`config.mk`:
```
export PLATFORM = sky130hd
export DESIGN_NAME = sorted_list_insert_remove_unit
export DESIGN_NICKNAME = d
export VERILOG_FILES = /design/src/rtl/core/slri_pkg.sv /design/src/rtl/core/sorted_list_insert_remove_unit.sv /design/src/rtl/core/slri_ram.sv /design/src/rtl/core/slri_ctrl.sv
export SDC_FILE = /design/constraint.sdc
export NUM_CORES = 1
export LEC_CHECK = 0
export ABC_AREA = 1
export BUFFER_PORTS_ARGS = -buffer_cell sky130_fd_sc_hd__buf_4
export CAP_MARGIN = 10
export CORE_AREA = 2 2 252 254
export DETAILED_ROUTE_END_ITERATION = 7
export DIE_AREA = 0 0 254 256
export GPL_TIMING_DRIVEN = 1
export SLEW_MARGIN = 10
export SYNTH_ARGS = -nofsm -noshare
export SYNTH_HDL_FRONTEND = slang
export SYNTH_SLANG_ARGS = --single-unit
```
`constraint.sdc`:
```
create_clock -name clk -period 10.01 [get_ports clk]
set_input_delay 2.002 -clock clk [delete_from_list [all_inputs] [get_ports clk]]
set_output_delay 2.002 -clock clk [all_outputs]
set_load 0.02 [all_outputs]
```
`src/rtl/core/slri_pkg.sv`:
```
// Shared constants, codes and types of the sorted list unit.
package slri_pkg;

  localparam int CAPACITY      = 16;
  localparam int MAX_RESULTS   = 16;
  localparam int DATA_W        = 32;
  localparam int IDXW          = $clog2(CAPACITY);
  localparam int CNTW          = $clog2(CAPACITY + 1);
  localparam int ENTRY_COUNT_W = 5;

  typedef enum logic [1:0] {
    CMD_INSERT = 2'd0,
    CMD_REMOVE = 2'd1,
    CMD_CLEAR  = 2'd2,
    CMD_DUMP   = 2'd3
  } cmd_t;

  typedef enum logic [1:0] {
    STS_OK        = 2'd0,
    STS_FULL      = 2'd1,
    STS_EMPTY     = 2'd2,
    STS_NOT_FOUND = 2'd3
  } status_t;

  typedef enum logic [2:0] {
    ST_IDLE,
    ST_INS,
    ST_INS_HEAD,
    ST_REM,
    ST_DUMP,
    ST_RESP
  } state_t;

  // One result word handed from the sequencer to the output register.
  typedef struct packed {
    logic                     load;
    status_t                  status;
    logic [DATA_W-1:0]        entry_value;
    logic [ENTRY_COUNT_W-1:0] entry_count;
    logic                     last;
  } res_t;

endpackage

```
`src/rtl/core/sorted_list_insert_remove_unit.sv`:
```
// Top level of the sorted list unit: sequencer, entry memory and output register.
// Insert scans down from the top entry and remove scans the whole list; a dump streams one
// word per cycle while the output register is free, and the next command is taken only
// after the last word.
// Reset clears the entry count, the sequencer and the output valid; memory contents
// are left as they are and never read before being written.
module sorted_list_insert_remove_unit (
  input  logic                               clk,
  input  logic                               rst,
  input  logic                               in_valid,
  output logic                               in_ready,
  input  logic [1:0]                         command,
  input  logic signed [slri_pkg::DATA_W-1:0] value,
  output logic                               out_valid,
  input  logic                               out_ready,
  output logic [1:0]                         status,
  output logic signed [slri_pkg::DATA_W-1:0] entry_value,
  output logic [slri_pkg::ENTRY_COUNT_W-1:0] entry_count,
  output logic                               last
);

  slri_pkg::res_t                res;
  logic                          out_free;
  logic                          mem_we, mem_re;
  logic [slri_pkg::IDXW-1:0]     mem_waddr, mem_raddr;
  logic [slri_pkg::DATA_W-1:0]   mem_wdata, mem_rdata;

  assign out_free = !out_valid || out_ready;

  slri_ctrl u_ctrl (
    .clk       (clk),
    .rst       (rst),
    .in_valid  (in_valid),
    .in_ready  (in_ready),
    .command   (command),
    .value     (value),
    .out_free  (out_free),
    .res       (res),
    .mem_we    (mem_we),
    .mem_waddr (mem_waddr),
    .mem_wdata (mem_wdata),
    .mem_re    (mem_re),
    .mem_raddr (mem_raddr),
    .mem_rdata (mem_rdata)
  );

  slri_ram #(
    .DEPTH (slri_pkg::CAPACITY),
    .WIDTH (slri_pkg::DATA_W)
  ) u_ram (
    .clk   (clk),
    .we    (mem_we),
    .waddr (mem_waddr),
    .wdata (mem_wdata),
    .re    (mem_re),
    .raddr (mem_raddr),
    .rdata (mem_rdata)
  );

  always_ff @(posedge clk) begin
    if (rst) begin
      out_valid <= 1'b0;
    end else if (res.load) begin
      out_valid <= 1'b1;
    end else if (out_ready) begin
      out_valid <= 1'b0;
    end
  end

  always_ff @(posedge clk) begin
    if (res.load) begin
      status      <= res.status;
      entry_value <= res.entry_value;
      entry_count <= res.entry_count;
      last        <= res.last;
    end
  end

endmodule

```
`src/rtl/core/slri_ram.sv`:
```
// Generic simple dual-port RAM with registered read.
module slri_ram #(
  parameter int DEPTH = 16,
  parameter int WIDTH = 32,
  localparam int AW = $clog2(DEPTH)
) (
  input  logic             clk,
  input  logic             we,
  input  logic [AW-1:0]    waddr,
  input  logic [WIDTH-1:0] wdata,
  input  logic             re,
  input  logic [AW-1:0]    raddr,
  output logic [WIDTH-1:0] rdata
);

  logic [WIDTH-1:0] mem [DEPTH];

  always_ff @(posedge clk) begin
    if (we) begin
      mem[waddr] <= wdata;
    end
  end

  always_ff @(posedge clk) begin
    if (re) begin
      rdata <= mem[raddr];
    end
  end

endmodule

```
`src/rtl/core/slri_ctrl.sv`:
```
// Sequencer that walks the entry memory for insert, remove and dump.
module slri_ctrl (
  input  logic                              clk,
  input  logic                              rst,
  input  logic                              in_valid,
  output logic                              in_ready,
  input  logic [1:0]                        command,
  input  logic signed [slri_pkg::DATA_W-1:0] value,
  input  logic                              out_free,
  output slri_pkg::res_t                    res,
  output logic                              mem_we,
  output logic [slri_pkg::IDXW-1:0]         mem_waddr,
  output logic [slri_pkg::DATA_W-1:0]       mem_wdata,
  output logic                              mem_re,
  output logic [slri_pkg::IDXW-1:0]         mem_raddr,
  input  logic [slri_pkg::DATA_W-1:0]       mem_rdata
);

  slri_pkg::state_t  state, state_next;
  slri_pkg::cmd_t    cmd;
  slri_pkg::status_t res_status;

  logic signed [slri_pkg::DATA_W-1:0] cmd_val;
  logic [slri_pkg::CNTW-1:0]          held_count;
  logic [slri_pkg::CNTW-1:0]          dump_lim;
  logic [slri_pkg::IDXW-1:0]          idx;
  logic                               found;

  logic                      ins_le, rem_hit, rem_last, dump_last;
  logic                      idx_is_one, list_full, list_empty;
  logic [slri_pkg::CNTW-1:0] idx_inc;
  logic [slri_pkg::IDXW-1:0] idx_dec;

  assign cmd        = slri_pkg::cmd_t'(command);
  assign ins_le     = cmd_val <= $signed(mem_rdata);
  assign rem_hit    = mem_rdata == cmd_val;
  assign idx_inc    = slri_pkg::CNTW'(idx) + slri_pkg::CNTW'(1);
  assign idx_dec    = idx - slri_pkg::IDXW'(1);
  assign idx_is_one = idx == slri_pkg::IDXW'(1);
  assign rem_last   = idx_inc == held_count;
  assign dump_last  = idx_inc == dump_lim;
  assign list_full  = held_count >= slri_pkg::CNTW'(slri_pkg::CAPACITY);
  assign list_empty = held_count == '0;

  always_comb begin
    state_next = state;
    case (state)
      slri_pkg::ST_IDLE: begin
        if (in_valid) begin
          case (cmd)
            slri_pkg::CMD_INSERT: begin
              state_next = (list_full || list_empty) ? slri_pkg::ST_RESP : slri_pkg::ST_INS;
            end
            slri_pkg::CMD_REMOVE: begin
              state_next = list_empty ? slri_pkg::ST_RESP : slri_pkg::ST_REM;
            end
            slri_pkg::CMD_DUMP: begin
              state_next = list_empty ? slri_pkg::ST_RESP : slri_pkg::ST_DUMP;
            end
            default: begin
              state_next = slri_pkg::ST_RESP;
            end
          endcase
        end
      end
      slri_pkg::ST_INS: begin
        if (!ins_le) begin
          state_next = slri_pkg::ST_RESP;
        end else if (idx_is_one) begin
          state_next = slri_pkg::ST_INS_HEAD;
        end
      end
      slri_pkg::ST_INS_HEAD: begin
        state_next = slri_pkg::ST_RESP;
      end
      slri_pkg::ST_REM: begin
        if (rem_last) begin
          state_next = slri_pkg::ST_RESP;
        end
      end
      slri_pkg::ST_DUMP: begin
        if (out_free && dump_last) begin
          state_next = slri_pkg::ST_IDLE;
        end
      end
      slri_pkg::ST_RESP: begin
        if (out_free) begin
          state_next = slri_pkg::ST_IDLE;
        end
      end
      default: begin
        state_next = slri_pkg::ST_IDLE;
      end
    endcase
  end

  always_comb begin
    in_ready  = 1'b0;
    mem_we    = 1'b0;
    mem_waddr = idx;
    mem_wdata = mem_rdata;
    mem_re    = 1'b0;
    mem_raddr = idx_dec - slri_pkg::IDXW'(1);
    res       = '0;
    case (state)
      slri_pkg::ST_IDLE: begin
        in_ready = 1'b1;
        if (in_valid) begin
          case (cmd)
            slri_pkg::CMD_INSERT: begin
              if (list_empty) begin
                mem_we    = 1'b1;
                mem_waddr = '0;
                mem_wdata = value;
              end else if (!list_full) begin
                // Start the scan from the top entry downward.
                mem_re    = 1'b1;
                mem_raddr = slri_pkg::IDXW'(held_count - slri_pkg::CNTW'(1));
              end
            end
            slri_pkg::CMD_REMOVE, slri_pkg::CMD_DUMP: begin
              mem_re    = !list_empty;
              mem_raddr = '0;
            end
            default: begin
              mem_re = 1'b0;
            end
          endcase
        end
      end
      slri_pkg::ST_INS: begin
        // Entries not below the new value move up by one; the first smaller
        // entry marks the slot for the new value.
        mem_we = 1'b1;
        if (ins_le) begin
          mem_re = !idx_is_one;
        end else begin
          mem_wdata = cmd_val;
        end
      end
      slri_pkg::ST_INS_HEAD: begin
        mem_we    = 1'b1;
        mem_waddr = '0;
        mem_wdata = cmd_val;
      end
      slri_pkg::ST_REM: begin
        // After the match every later entry moves down by one.
        mem_we    = found;
        mem_waddr = idx_dec;
        mem_re    = !rem_last;
        mem_raddr = slri_pkg::IDXW'(idx_inc);
      end
      slri_pkg::ST_DUMP: begin
        if (out_free) begin
          res.load        = 1'b1;
          res.status      = slri_pkg::STS_OK;
          res.entry_value = mem_rdata;
          res.entry_count = slri_pkg::ENTRY_COUNT_W'(held_count);
          res.last        = dump_last;
          mem_re          = !dump_last;
          mem_raddr       = slri_pkg::IDXW'(idx_inc);
        end
      end
      slri_pkg::ST_RESP: begin
        if (out_free) begin
          res.load        = 1'b1;
          res.status      = res_status;
          res.entry_count = slri_pkg::ENTRY_COUNT_W'(held_count);
          res.last        = 1'b1;
        end
      end
      default: begin
        res = '0;
      end
    endcase
  end

  always_ff @(posedge clk) begin
    if (rst) begin
      state      <= slri_pkg::ST_IDLE;
      held_count <= '0;
    end else begin
      state <= state_next;
      case (state)
        slri_pkg::ST_IDLE: begin
          if (in_valid) begin
            case (cmd)
              slri_pkg::CMD_INSERT: begin
                if (!list_full) begin
                  held_count <= held_count + slri_pkg::CNTW'(1);
                end
              end
              slri_pkg::CMD_CLEAR: begin
                held_count <= '0;
              end
              default: begin
                held_count <= held_count;
              end
            endcase
          end
        end
        slri_pkg::ST_REM: begin
          if (rem_last && (found || rem_hit)) begin
            held_count <= held_count - slri_pkg::CNTW'(1);
          end
        end
        default: begin
          held_count <= held_count;
        end
      endcase
    end
  end

  always_ff @(posedge clk) begin
    case (state)
      slri_pkg::ST_IDLE: begin
        if (in_valid) begin
          cmd_val    <= value;
          found      <= 1'b0;
          res_status <= slri_pkg::STS_OK;
          case (cmd)
            slri_pkg::CMD_INSERT: begin
              idx <= slri_pkg::IDXW'(held_count);
              if (list_full) begin
                res_status <= slri_pkg::STS_FULL;
              end
            end
            slri_pkg::CMD_REMOVE: begin
              idx <= '0;
              if (list_empty) begin
                res_status <= slri_pkg::STS_EMPTY;
              end
            end
            slri_pkg::CMD_DUMP: begin
              idx <= '0;
              if (list_empty) begin
                res_status <= slri_pkg::STS_EMPTY;
              end
              if (int'(held_count) > slri_pkg::MAX_RESULTS) begin
                dump_lim <= slri_pkg::CNTW'(slri_pkg::MAX_RESULTS);
              end else begin
                dump_lim <= held_count;
              end
            end
            default: begin
              idx <= '0;
            end
          endcase
        end
      end
      slri_pkg::ST_INS: begin
        idx <= idx_dec;
      end
      slri_pkg::ST_REM: begin
        idx <= slri_pkg::IDXW'(idx_inc);
        if (rem_hit) begin
          found <= 1'b1;
        end
        if (rem_last && !(found || rem_hit)) begin
          res_status <= slri_pkg::STS_NOT_FOUND;
        end
      end
      slri_pkg::ST_DUMP: begin
        if (out_free) begin
          idx <= slri_pkg::IDXW'(idx_inc);
        end
      end
      default: begin
        idx <= idx;
      end
    endcase
  end

endmodule

```
# Yosys cells after proc, flatten, opt, wreduce, memory -nomap -nowiden
# Memory sizes are Yosys's and may differ from the RTL's. A register that Yosys moved wholly into a read port is not among the register bits.
# Index checks and enable logic that the tools add are counted.
dict set report totals {
  ramBits 512
  regBits 93
  out_inout_bits 42
  mem_count 1
  wordCells 137
}
# memory depth width read_ports rd_ports_with_merged_regs wr line_no
set memory_table {}
lappend memory_table {u_ram.mem 16 32 1 1 1 slri_ram.sv:16} ;# logic [WIDTH-1:0] mem [DEPTH];
dict set report op_classes {
  order_cmp 3
  eq_ne 23
  n_reduce_logical 28
  n_mux 65
  add_sub_neg 5
}
# operator n
set ops {}
lappend ops {{two-way mux 32 bit} 4}
lappend ops {{one-hot mux 32 bit (3 select lines)} 1}
lappend ops {{two-way mux 41 bit} 1}
lappend ops {{two-way mux 4 bit} 10}
lappend ops {{== test 32 bit} 1}
lappend ops {{less-or-equal comparator 32 bit} 1}
lappend ops {{two-way mux 3 bit} 9}
lappend ops {{one-hot mux 4 bit (3 select lines)} 2}
lappend ops {{one-hot mux 5 bit (2 select lines)} 2}
lappend ops {{one-hot mux 3 bit (6 select lines)} 1}
lappend ops {{two-way mux 1 bit} 17}
lappend ops {{one-hot mux 4 bit (4 select lines)} 1}
lappend ops {{two-way mux 5 bit} 3}
lappend ops {{inequality test 2 x 1 -> 1 bit (second input constant)} 7}
lappend ops {{one-hot mux 6 bit (2 select lines)} 1}
lappend ops {{AND reduction 3 bit} 4}
lappend ops {{== test 5 bit} 2}
lappend ops {{AND reduction 5 bit} 2}
lappend ops {{inequality test 3 bit (second input constant)} 3}
lappend ops {{one-hot mux 3 bit (3 select lines)} 1}
lappend ops {{one-hot mux 2 bit (2 select lines)} 2}
lappend ops {{one-hot mux 4 bit (2 select lines)} 1}
lappend ops {{subtractor 4 x 1 -> 4 bit (second input constant)} 2}
lappend ops {{== test 3 x 2 -> 1 bit (second input constant)} 2}
lappend ops {{27 further kinds} 44}

# Longest topological paths before layout
# Gate-level depths: netlist of run 1.
dict set report logic_depth {
  word_depth 7
  mapped_depth 21
}

# By module
# From an unflattened synthesis of run 1, not the netlist that was laid out.
dict set report hier_totals {
  cells_unflattened 2883
  area_unflattened_um2 29180.5
}
# module cells_per_inst seq_area_each_um2 area_each_um2 instances
set modules_own_cells {}
lappend modules_own_cells {slri_ram 2120 16335.7 23050.9 1}
lappend modules_own_cells {slri_ctrl 718 1481.4 4885.9 1}
lappend modules_own_cells {sorted_list_insert_remove_unit 45 1221.2 1243.7 1}

# Worst setup path before layout of run 1
# Ideal clock, no wire load.
dict set report synth_path {
  kind {input port to flip-flop}
  start {input port command[0]}
  end {memory u_ram.mem[0][0], enable pin}
  required_time_ns 9.589
  path_stages 9
  setup_ns 0.421
  arrival_ns 4.410
  slack_ns 5.179
  n_path_buf 0
  cell_sequence {nor2_1 -> nand3_1 -> inv_1 -> nor2_1 -> a21oi_1 -> o22ai_1 -> nor2_1 -> nand2_1 -> nor2_1}
}
dict set report synth_between {
  elab_chain_cells 6
  elab_cells_between_ends 9
  cone_classes {mux: 8; reduce/logical: 1}
}
# item line_no
set synth_rtl {}
lappend synth_rtl {{from (decl)} sorted_list_insert_remove_unit.sv:12} ;# input logic [1:0] command,
lappend synth_rtl {{logical NOT 2 bit (*)} slri_ctrl.sv:109} ;# case (cmd)
lappend synth_rtl {{two-way mux 1 bit} slri_ctrl.sv:109}
lappend synth_rtl {{two-way mux 1 bit} slri_ctrl.sv:108} ;# if (in_valid) begin
lappend synth_rtl {{one-hot mux 1 bit (3 select lines)} slri_ctrl.sv:105} ;# case (state)
lappend synth_rtl {{two-way mux 1 bit} slri_ram.sv:19} ;# if (we) begin
lappend synth_rtl {{two-way mux 1 bit (implied by the code)} slri_ram.sv:20} ;# mem[waddr] <= wdata;
lappend synth_rtl {{to (decl)} slri_ram.sv:16}
# Every way passes the cells marked *; elsewhere a longest branch is shown, timed or not.

# Worst setup path after layout of run 1
dict set report layout_path {
  start {input port in_valid}
  end {register u_ram.rdata[15] (read register of u_ram.mem), data pin}
}
dict set report layout_between {
  elab_chain_cells 2
  elab_cells_between_ends 4
  cone_classes {mux: 4}
}
# item line_no
set layout_rtl {}
lappend layout_rtl {{from (decl)} sorted_list_insert_remove_unit.sv:10} ;# input logic in_valid,
lappend layout_rtl {{two-way mux 1 bit or two-way mux 4 bit (tied branches)} slri_ctrl.sv:108}
lappend layout_rtl {{one-hot mux 1 bit (4 select lines) or one-hot mux 4 bit (3 select lines) (tied branches)} slri_ctrl.sv:105}
lappend layout_rtl {{to (decl)} slri_ram.sv:13} ;# output logic [WIDTH-1:0] rdata
# Several ways; a longest one is shown, not always the timed one.
# A chain may end at the register's enable or synchronous reset.

==> impl_metrics.py, run 1 <==
metrics = {
    "critical_path": {
        "crit_start": "in_valid",
        "crit_chain": "buf_4 -> inv_1 -> nor2_4 -> nand3_1 -> nand2_2 -> nand2_2 -> nand2_8 -> inv_8 -> buf_4 -> o211ai_1 -> nand3_1 -> nand3_1 -> nand2_1",
        "cp_max_fo": 103,
        "path_delay_family": "simple AND/OR/NAND/NOR gates",
        "cpMaxStageDelayCell": "nor2_4",
        "cp.required_ns": 10.36,
        "crit_path_max_incr_delay_ns": 0.91,
        "critPathMostFrequentCell": "nand3_1",
        "crit_type": "in -> reg",
        "crit_buf_inv": 4,
        "startpoint_type": "input port",
        "crit_path_end_kind": "flip-flop",
        "cp.arrival_ns": 6.02,
        "regToRegStartpoint": "u_ram.rdata[31]",
    },
    "global_routing": {
        "grt_pass1_vias": 17270,
        "grt_overflow": 0,
        "antenna_found_initial": 0,
        "grt_pass1_wl_mm": 108.0,
        "grt.total_usage_pct": 22.14,
        "grt_max_degree": 130,
    },
    "logic_synthesis": {
        "synth_top_family_by_area": "simple AND/OR/NAND/NOR gates",
        "yosys.area_share.simple_pct": 15.51,
        "synth-edff-count": 628,
        "synth_compound_area_share_pct": 9.207,
        "postSynthCellCount": 2246,
        "synth_top_flop_cell": "edfxtp_1",
        "synth_mux_area_share_pct": 0,
        "ys_seq_area_share_pct": 68.24,
        "ys_top_cells_by_area": "edfxtp_1 68%, o211ai_1 6.8%, nand2_1 4.6%",
        "syn_nets": 2324,
        "synthAdderAreaFrac_pct": 1.794,
        "synthArstFlopShare_pct": 0,
        "netlist.area_leader.share_pct": 67.59,
        "synth-xor-area-share_pct": 0.5337,
        "syn_avg_cell_area_um2": 12.42,
        "synth_warnings": 0,
        "yosysTopAreaCell": "edfxtp_1",
        "ys_ff_latch": 637,
        "syn_area_um2": 27900,
        "ys_types": 45,
    },
    "hold_path": {
        "worstHoldStart": "u_ctrl.res_status[0]",
        "hold_path.class": "reg -> reg",
    },
    "sta": {
        "timing.final.max_slew_violations": 0,
        "max_freq_mhz": 176.4,
        "worstMarginPinSlew_ns": 1.186,
        "setup_violations": 0,
        "tns_ns": 0,
        "slew-limit-headroom_pct": 20.92,
        "fin_hold_ws_ns": 0.5534,
        "hold_viol_final": 0,
        "fin_skew_ns": 0.02342,
        "period_share_pct": 56.64,
        "rsz0062_at_grt": "no",
        "period_needed_ns": 5.670,
    },
    "route": {
        "avgViaCountPerCell": 5.564,
        "avgRoutedWirePerCell_um": 22.58,
        "dr_total_vias": 17750,
        "drc": 0,
        "routed_wl_mm": 72.04,
        "drt_pass1_iterations": 5,
        "drtIter0Drc": 1523,
        "ant_nets": 0,
    },
    "floorplan": {
        "die-area_um2": 65020,
        "pin_count": 80,
        "die_x_um": 254,
        "die_y_um": 256,
        "rows": 92,
        "core-area_um2": 62390,
        "initial_core_util_pct": 44.72,
    },
    "cts": {
        "tritoncts": "built",
        "cts_made_buffers": 66,
        "root_buffer": "clkbuf_16",
        "cts_buffer_depth": 3,
        "clock-sinks": 637,
        "cts.clk_slew.worst_paths_ns": 0.06,
        "htree_num_levels": 3,
        "hold_buffers": 0,
        "ctsResizeCount": 0,
        "clk_latency_ns": 0.61,
        "post_cts_buffers": 0,
    },
    "placed_design": {
        "dp_hpwl_mm": 38.95,
        "place_congestion": 0.8907,
        "io_buffers": 79,
    },
    "layout": {
        "final_nets": 2374,
        "drive_gt1_share_pct": 11.95,
        "antenna_cells": 0,
        "final_cell_mix": "628 x edfxtp_1, 340 x nand2_1, 251 x o211ai_1",
        "area.growth.synth_to_final_pct": 11.98,
        "final_common_cell": "edfxtp_1",
    },
    "run_status": {
        "status": "complete, no violations",
    },
    "job": {
        "drv_cap": 0,
    },
}
-- flip-flops by register name, indices dropped and copies added, names as in the netlist --
signal and cells:
u_ram.mem 512, entry_value 32, u_ctrl.cmd_val 32, u_ram.rdata 32, entry_count 5, u_ctrl.dump_lim 5, u_ctrl.held_count 5, u_ctrl.idx 4
u_ctrl.state 3, status 2, u_ctrl.res_status 2, last 1, out_valid 1, u_ctrl.found 1
-- worst paths after layout --
path	end	slack (ns)	depth (start not counted)
setup reg to reg	u_ram.mem[14][23]	5.00	15
hold reg to reg	status[0]	0.55	2
hold / removal	status[0]	0.55	2
setup / recovery	u_ram.rdata[15]	4.34	13
-- stage by stage --
step                      util, %  std cells  instance area, µm²  setup WS, ns
after floorplan                 -       2246               27900         5.179
after detailed placement    46.86       3074               29240         3.760
after global routing        50.08       3190               31240         4.042
after global placement      46.86       3074               29240         3.894
final                       50.08       3190               31240         4.340
after CTS                   50.07       3190               31240         4.428
-- routing by layer --
layer  wire [µm]  global-route usage, %  share of wire (%)
met4        1560                  6.438                2.2
met3        4270                  2.807                5.9
met2       34550                  36.08                 48
met1       31650                  31.14                 44
met5           0                      0                  0
-- synth_stat cells (2+ instances only) --
library cell  count
a21oi_1          29
a22oi_1           7
buf_1             7
buf_2            71
buf_4             3
buf_6            20
clkbuf_1         28
clkinv_1          3
dfxtp_1           9
edfxtp_1        628
ha_1             40
inv_1           142
inv_2            10
nand2_1         341
nand2_2           5
nand2_4           3
nand3_1         239
nand3_2           2
nand4_1          17
nor2_1           91
nor2_2            4
nor2_4            2
nor3_1            6
o211ai_1        251
o211ai_2          8
o21a_1            3
o21ai_0          44
o21ai_1           3
o221ai_1          2
o22ai_1           6
or2_0           164
or2_1             8
or2_2            23
xnor2_1           5
xor2_1           12
-- worst reg2reg max path, stage by stage, from the launching register on --
cell,delay (ns)
edfxtp_1,0.49
inv_1,0.15
ha_1,0.36
nand2_1,0.13
nor2_1,0.16
nand2_1,0.11
nor4_2,0.49
nand2_1,0.18
nand2_1,0.09
nand2_1,0.05
nand2_1,0.31
nand2_1,0.44
nand2_1,0.29
nand3_2,0.46
nand2_1,0.21
nand3_1,0.59
-- cell families after synthesis --
group,Yosys count
XOR/XNOR,17
flip-flops,637
buffers and inverters,284
AO/OA/AOI/OAI,361
adder cells (fa/ha/maj),40
AND/OR/NAND/NOR,907
-- cell type report --
type,instances,area (µm²)
Clock buffer,87,1773
Clock inverter,29,229.0
Fill cell,5360,31150
Inverter,155,595.6
Multi-Input combinational cell,1325,7702
Sequential cell,637,19040
Tap cell,846,1059
Timing Repair Buffer,111,845.8
Power of run 1 is not shown: default switching activity piles up to over one toggle a cycle in this logic, so the estimate is an artifact.
==> run 2, diff against run 1 <==
--- a/config.mk
+++ b/config.mk
@@ -5,12 +5,12 @@
 export SDC_FILE = /design/constraint.sdc
 export NUM_CORES = 1
 export LEC_CHECK = 0
-export ABC_AREA = 1
+export ABC_AREA = 0
 export BUFFER_PORTS_ARGS = -buffer_cell sky130_fd_sc_hd__buf_4
 export CAP_MARGIN = 10
-export CORE_AREA = 2 2 252 254
+export CORE_AREA = 2 2 251 253
 export DETAILED_ROUTE_END_ITERATION = 7
-export DIE_AREA = 0 0 254 256
+export DIE_AREA = 0 0 253 255
 export GPL_TIMING_DRIVEN = 1
 export SLEW_MARGIN = 10
 export SYNTH_ARGS = -nofsm -noshare
==> constraint.sdc (replaced) <==
create_clock -name clk -period 5.1 [get_ports clk]
set_input_delay 1.02 -clock clk [delete_from_list [all_inputs] [get_ports clk]]
set_output_delay 1.02 -clock clk [all_outputs]
set_load 0.02 [all_outputs]
==> run 2 against run 1 <==
Against the previous run: die area decreased by 0.78%; critical path depth decreased by 5; sequential cell count unchanged; critical endpoint is now u_ram.mem[9][17]; highest routed layer unchanged.
==> impl_metrics.py, run 2 <==
metrics = {
    "floorplan": {
        "rows": 92,
        "pin_count": 80,
        "die_y_um": 255,
        "core-area_um2": 62160,
        "die-area_um2": 64520,
        "initial_core_util_pct": 44.51,
        "die_x_um": 253,
    },
    "sta": {
        "worstMarginPinSlew_ns": 1.135,
        "timing.final.max_slew_violations": 0,
        "setup_violations": 0,
        "max_freq_mhz": 243.3,
        "slew-limit-headroom_pct": 23.63,
        "period_share_pct": 80.58,
        "tns_ns": 0,
        "fin_ws_ns": 0.9906,
        "rsz0062_at_grt": "no",
        "fin_skew_ns": 0.01752,
        "hold_viol_final": 0,
        "period_needed_ns": 4.109,
    },
    "placed_design": {
        "dp_hpwl_mm": 43.50,
        "dp_slack_ns": 1.098,
        "place_congestion": 0.9037,
        "io_buffers": 79,
    },
    "layout": {
        "area.growth.synth_to_final_pct": 14.22,
        "drive_gt1_share_pct": 14.16,
        "final_nets": 2130,
        "final_cell_mix": "628 x edfxtp_1, 262 x and3_1, 261 x a211oi_1",
        "final_common_cell": "edfxtp_1",
        "fillers": 5156,
        "top_register": "u_ram.mem",
        "largest_reg_flops": 512,
        "finish.utilization_pct": 50.84,
    },
    "global_routing": {
        "grt_max_degree": 257,
        "grt_overflow": 0,
        "grt_pass1_vias": 17750,
        "grtUsageMet2_pct": 37.48,
        "global_route.usage.met3_pct": 3.885,
        "grt.total_usage_pct": 23.93,
        "grt_pass1_wl_mm": 114.1,
        "busiest_layer": "met2",
        "antenna_found_initial": 0,
        "met1_usage_pct": 34.01,
    },
    "logic_synthesis": {
        "ys_top_cells_by_area": "edfxtp_1 68%, a211oi_1 7.1%, and3_1 5.9%",
        "synth_common_cells": "628 x edfxtp_1, 262 x and3_1, 261 x a211oi_1",
        "netlist.area_leader.share_pct": 68.17,
        "syn_nets": 2077,
        "postSynthCellCount": 1999,
        "synthArstFlopShare_pct": 0,
        "synth_warnings": 0,
        "syn_avg_cell_area_um2": 13.84,
        "synth-edff-count": 628,
        "synthMostInstantiatedCell": "edfxtp_1",
        "ys_seq_area_share_pct": 68.82,
        "synth_top_flop_cell": "edfxtp_1",
        "ys_ff_latch": 637,
        "ys_types": 74,
        "yosysTopAreaCell": "edfxtp_1",
        "syn_area_um2": 27670,
    },
    "route": {
        "avgViaCountPerCell": 6.189,
        "routed_wl_mm": 77.12,
        "drc": 0,
        "drtIter0Drc": 1906,
        "ant_nets": 0,
        "avgRoutedWirePerCell_um": 26.55,
        "dr_total_vias": 17980,
        "drt_pass1_iterations": 7,
    },
    "cts": {
        "tritoncts": "built",
        "clock-sinks": 637,
        "cts_made_buffers": 67,
        "ctsResizeCount": 0,
        "post_cts_buffers": 0,
        "htree_num_levels": 3,
        "root_buffer": "clkbuf_16",
        "cts.clk_slew.worst_paths_ns": 0.06,
        "hold_buffers": 0,
        "cts_buffer_depth": 3,
        "clk_latency_ns": 0.61,
    },
    "run_status": {
        "status": "complete, no violations",
    },
    "critical_path": {
        "cp.arrival_ns": 4.41,
        "crit_type": "reg -> reg",
        "cp.required_ns": 5.40,
        "cp_max_fo": 21,
        "crit_path_end_kind": "flip-flop",
        "startpoint_type": "flip-flop",
    },
    "hold_path": {
        "hold_path.class": "reg -> reg",
    },
    "job": {
        "drv_cap": 0,
    },
    "power_and_ir_drop": {
        "p_per_area_nw_per_um2": 762.5,
        "vdd_ir_drop_max_uv": 538.2,
        "leakage_nw": 10.93,
    },
}
[run 2: cell count changes after synthesis, moves of 164 or more]
cell | before | now
nand3_1 | 239 | 8
and3_1 | 0 | 262
nand2_1 | 341 | 35
o211ai_1 | 251 | 3
a211oi_1 | 0 | 261
or2_0 | 164 | 0
[run 2: path summary, 6_finish.rpt]
path / start / to / slack, ns / cells after the start
setup / recovery: u_ctrl.held_count[0] / u_ram.mem[9][17] / 0.99 / 8
hold / removal: u_ctrl.res_status[0] / status[0] / 0.57 / 1
setup reg to reg: u_ctrl.held_count[0] / u_ram.mem[9][17] / 0.99 / 8
hold reg to reg: u_ctrl.res_status[0] / status[0] / 0.57 / 1
[run 2: kinds of logic (layout without fill, tap and decap cells)]
family | Yosys count | in the layout | share of synthesized area [%]
fa+ha+maj | 40 | 40 | 1.809
simple gates | 546 | 546 | 11.70
compound gates | 543 | 543 | 13.68
buf+inv | 217 | 323 | 3.451
other cells | 0 | 1 | 0
flops | 637 | 637 | 68.82
mux | 2 | 2 | 0.07237
xor+xnor | 14 | 14 | 0.4704
[run 2: cell type report]
cell class / instances / area [µm²] / area share [%]
tap: 799 / 999.7 / 3.164
timing repair buffer: 153 / 1361 / 4.308
multi-input combinational: 1145 / 7859 / 24.87
antenna: 1 / 2.502 / 0.007919
sequential: 637 / 19040 / 60.25
inverter: 48 / 180.2 / 0.5702
clock buffer: 77 / 1767 / 5.591
clock inverter: 45 / 391.6 / 1.239
[run 2: critical path: stages, from the launching register on]
cell and delay, ns:
dfxtp_1 0.40, inv_1 0.24, ha_1 0.30, nor4b_1 0.62, a31oi_1 0.22, a211oi_1 0.63, nand4_1 0.53, nor2_4 0.58
buf_12 0.27
[run 2: per-layer routing]
| metal | up-vias | routed length [µm] |
|---|---|---|
| li1 | 8008 | - |
| met1 | 9077 | 33510 |
| met2 | 771 | 35510 |
| met3 | 122 | 6011 |
| met4 | 0 | 2098 |
| met5 | - | 0 |
[run 2: report_power, final]
group / switching (mW) / internal [mW] / leakage, nW
Combinational: 7.41 / 3.32 / 4.06
Clock: 2.04 / 2.76 / 1.07
Sequential: 0.423 / 8.14 / 5.79
Total: 9.87 / 14.2 / 10.9
[run 2: stage by stage]
stage | power [mW] | instances | hold WS [ns] | instance area [µm²]
after global placement | 19.13 | 2782 | 0.5600 | 29440
after detailed placement | 19.28 | 2782 | 0.5618 | 29440
final | 24.10 | 2905 | 0.5722 | 31600
after floorplan | 15.20 | 1999 | 0.5279 | 27670
after CTS | 24.08 | 2904 | 0.5694 | 31600
after global routing | 25.30 | 2904 | 0.5796 | 31600
Note: power is estimated with default switching activity, not from simulation.
==> run 3, diff against run 2 <==
==> constraint.sdc (replaced) <==
create_clock -name clk -period 4.19 [get_ports clk]
set_input_delay 0.838 -clock clk [delete_from_list [all_inputs] [get_ports clk]]
set_output_delay 0.838 -clock clk [all_outputs]
set_load 0.02 [all_outputs]
==> run 3 against run 2 <==
Against the previous run: first-iteration DRC count is 5.7% lower; final area is 0.60% higher; largest cell class unchanged; clock power is 19% higher; die area stayed put; final cell count is 0.24% higher; highest routed layer unchanged; combinational power is 26% higher; sequential power is 20% higher; wire length is 0.40% higher; clock-buffer cell count is 11 lower; largest power group unchanged; global-route usage is 0.11 points lower.
==> impl_metrics.py, run 3 (synthesis results as in run 2) <==
metrics = {
    "sta": {
        "fin_hold_ws_ns": 0.3957,
        "max_freq_mhz": 252.7,
        "setup_violations": 0,
        "slew-limit-headroom_pct": 18.58,
        "period_needed_ns": 3.958,
        "hold_viol_final": 0,
        "period_share_pct": 94.45,
        "rsz0062_at_grt": "no",
        "fin_skew_ns": 0.01966,
        "tns_ns": 0,
        "timing.final.max_slew_violations": 0,
        "worstMarginPinSlew_ns": 1.221,
    },
    "route": {
        "drtIter0Drc": 1797,
        "avgViaCountPerCell": 6.171,
        "drc": 0,
        "ant_nets": 0,
        "avgRoutedWirePerCell_um": 26.59,
        "routed_wl_mm": 77.43,
        "dr_total_vias": 17970,
        "drt_pass1_iterations": 8,
    },
    "cts": {
        "cts.clk_slew.worst_paths_ns": 0.07,
        "cts_made_buffers": 61,
        "post_cts_buffers": 0,
        "ctsResizeCount": 0,
        "htree_num_levels": 2,
        "clk_latency_ns": 0.63,
        "clock-sinks": 637,
        "cts_buffer_depth": 3,
        "tritoncts": "built",
        "hold_buffers": 0,
        "root_buffer": "clkbuf_16",
    },
    "layout": {
        "fillers": 5150,
        "largest_reg_flops": 512,
        "top_register": "u_ram.mem",
        "final_nets": 2138,
        "final_cell_mix": "628 x edfxtp_1, 262 x and3_1, 261 x a211oi_1",
        "drive_gt1_share_pct": 14.44,
        "area.growth.synth_to_final_pct": 14.91,
        "final_common_cell": "edfxtp_1",
    },
    "hold_path": {
        "whs_path_depth": 1,
        "hold_path.class": "in -> reg",
    },
    "critical_path": {
        "crit_path_end_kind": "flip-flop",
        "cp_max_fo": 25,
        "startpoint_type": "flip-flop",
        "r2r_cells": 9,
        "crit_type": "reg -> reg",
        "cp.required_ns": 4.57,
        "cp.arrival_ns": 4.34,
    },
    "global_routing": {
        "grt_pass1_wl_mm": 114.0,
        "grt.total_usage_pct": 23.82,
        "grt_max_degree": 137,
        "grt_pass1_vias": 17280,
        "grt_overflow": 0,
        "antenna_found_initial": 0,
    },
    "placed_design": {
        "dp_hpwl_mm": 43.87,
        "io_buffers": 79,
        "place_congestion": 0.9221,
    },
    "power_and_ir_drop": {
        "internal_power_mw": 17.47,
        "power_frac_clock_pct": 19.4,
        "leakage_nw": 10.99,
        "p_comb_share_pct": 45.6,
        "p_per_area_nw_per_um2": 928.8,
        "switching_share_pct": 40.83,
        "vdd_ir_drop_max_uv": 856.7,
        "p_sw_mw": 12.06,
        "seq_power_share_pct": 35.0,
    },
    "job": {
        "drv_cap": 0,
    },
    "floorplan": {
        "pin_count": 80,
        "die_x_um": 253,
        "initial_core_util_pct": 44.51,
        "rows": 92,
        "die_y_um": 255,
        "core-area_um2": 62160,
        "die-area_um2": 64520,
    },
    "run_status": {
        "status": "complete, no violations",
    },
}
==> run 3: changes by cell type in the layout (fill, tap and decap cells not counted) <==
cell	delta
buf_12	+14
clkbuf_16	-8
bufinv_16	+5
clkinv_2	-4
clkbuf_1	-2
clkinv_1	+2
clkinv_8	-2
clkinvlp_4	+2
clkbuf_8	-1
inv_8	+1
==> run 3: stage by stage <==
step	total power, mW	area [µm²]	worst slack, ns	utilization [%]	cells
floorplan	18.51	27670	0.1515	-	1999
global placement	23.59	29720	0.2452	47.81	2796
detailed placement	23.82	29720	0.1832	47.81	2796
CTS	29.57	31790	0.1677	51.14	2911
global route	30.91	31790	0.07435	51.14	2911
finish	29.53	31790	0.2324	51.14	2912
==> run 3: worst paths after layout <==
check	from	endpoint	slack, ns
min reg2reg	u_ctrl.res_status[1]	status[1]	0.61
max reg2reg	u_ram.rdata[31]	u_ram.rdata[5]	0.23
max	u_ram.rdata[31]	u_ram.rdata[5]	0.23
min	value[9]	u_ctrl.cmd_val[9]	0.40
==> run 3: final cells by class <==
type / instances / area (µm²) / area share (%)
tap: 799 / 999.7 / 3.145
clock inverter: 49 / 523.0 / 1.645
clock buffer: 66 / 1545 / 4.861
antenna: 1 / 2.502 / 0.007872
inverter: 48 / 180.2 / 0.5668
multi-input combinational: 1145 / 7859 / 24.72
timing repair buffer: 167 / 1642 / 5.164
sequential: 637 / 19040 / 59.89
==> run 3: layer usage <==
| layer | global-route usage, % | vias to the layer above | wire [µm] |
|---|---|---|---|
| met5 | 0 | - | 0 |
| met4 | 6.560 | 0 | 1867 |
| met3 | 2.837 | 106 | 4593 |
| met2 | 38.48 | 694 | 36540 |
| met1 | 34.28 | 9154 | 34430 |
| li1 | - | 8015 | - |
==> run 3: power groups by stage <==
stage	Sequential (mW)	Clock [mW]	Combinational, mW
floorplan	10.4	0	8.14
global placement	10.4	0	13.2
detailed placement	10.5	0	13.4
CTS	10.3	5.81	13.4
global route	10.4	6.02	14.5
finish	10.3	5.72	13.5
==> run 3: worst max-delay path, cell delays in order, from the launching register on <==
cell and delay [ns]:
edfxtp_1 0.37, inv_1 0.07, ha_1 0.34, nand4_1 0.24, nor4_1 0.81, o31a_1 0.36
o31ai_1 0.19, a21oi_1 0.33, o221ai_4 0.54, buf_4 0.42
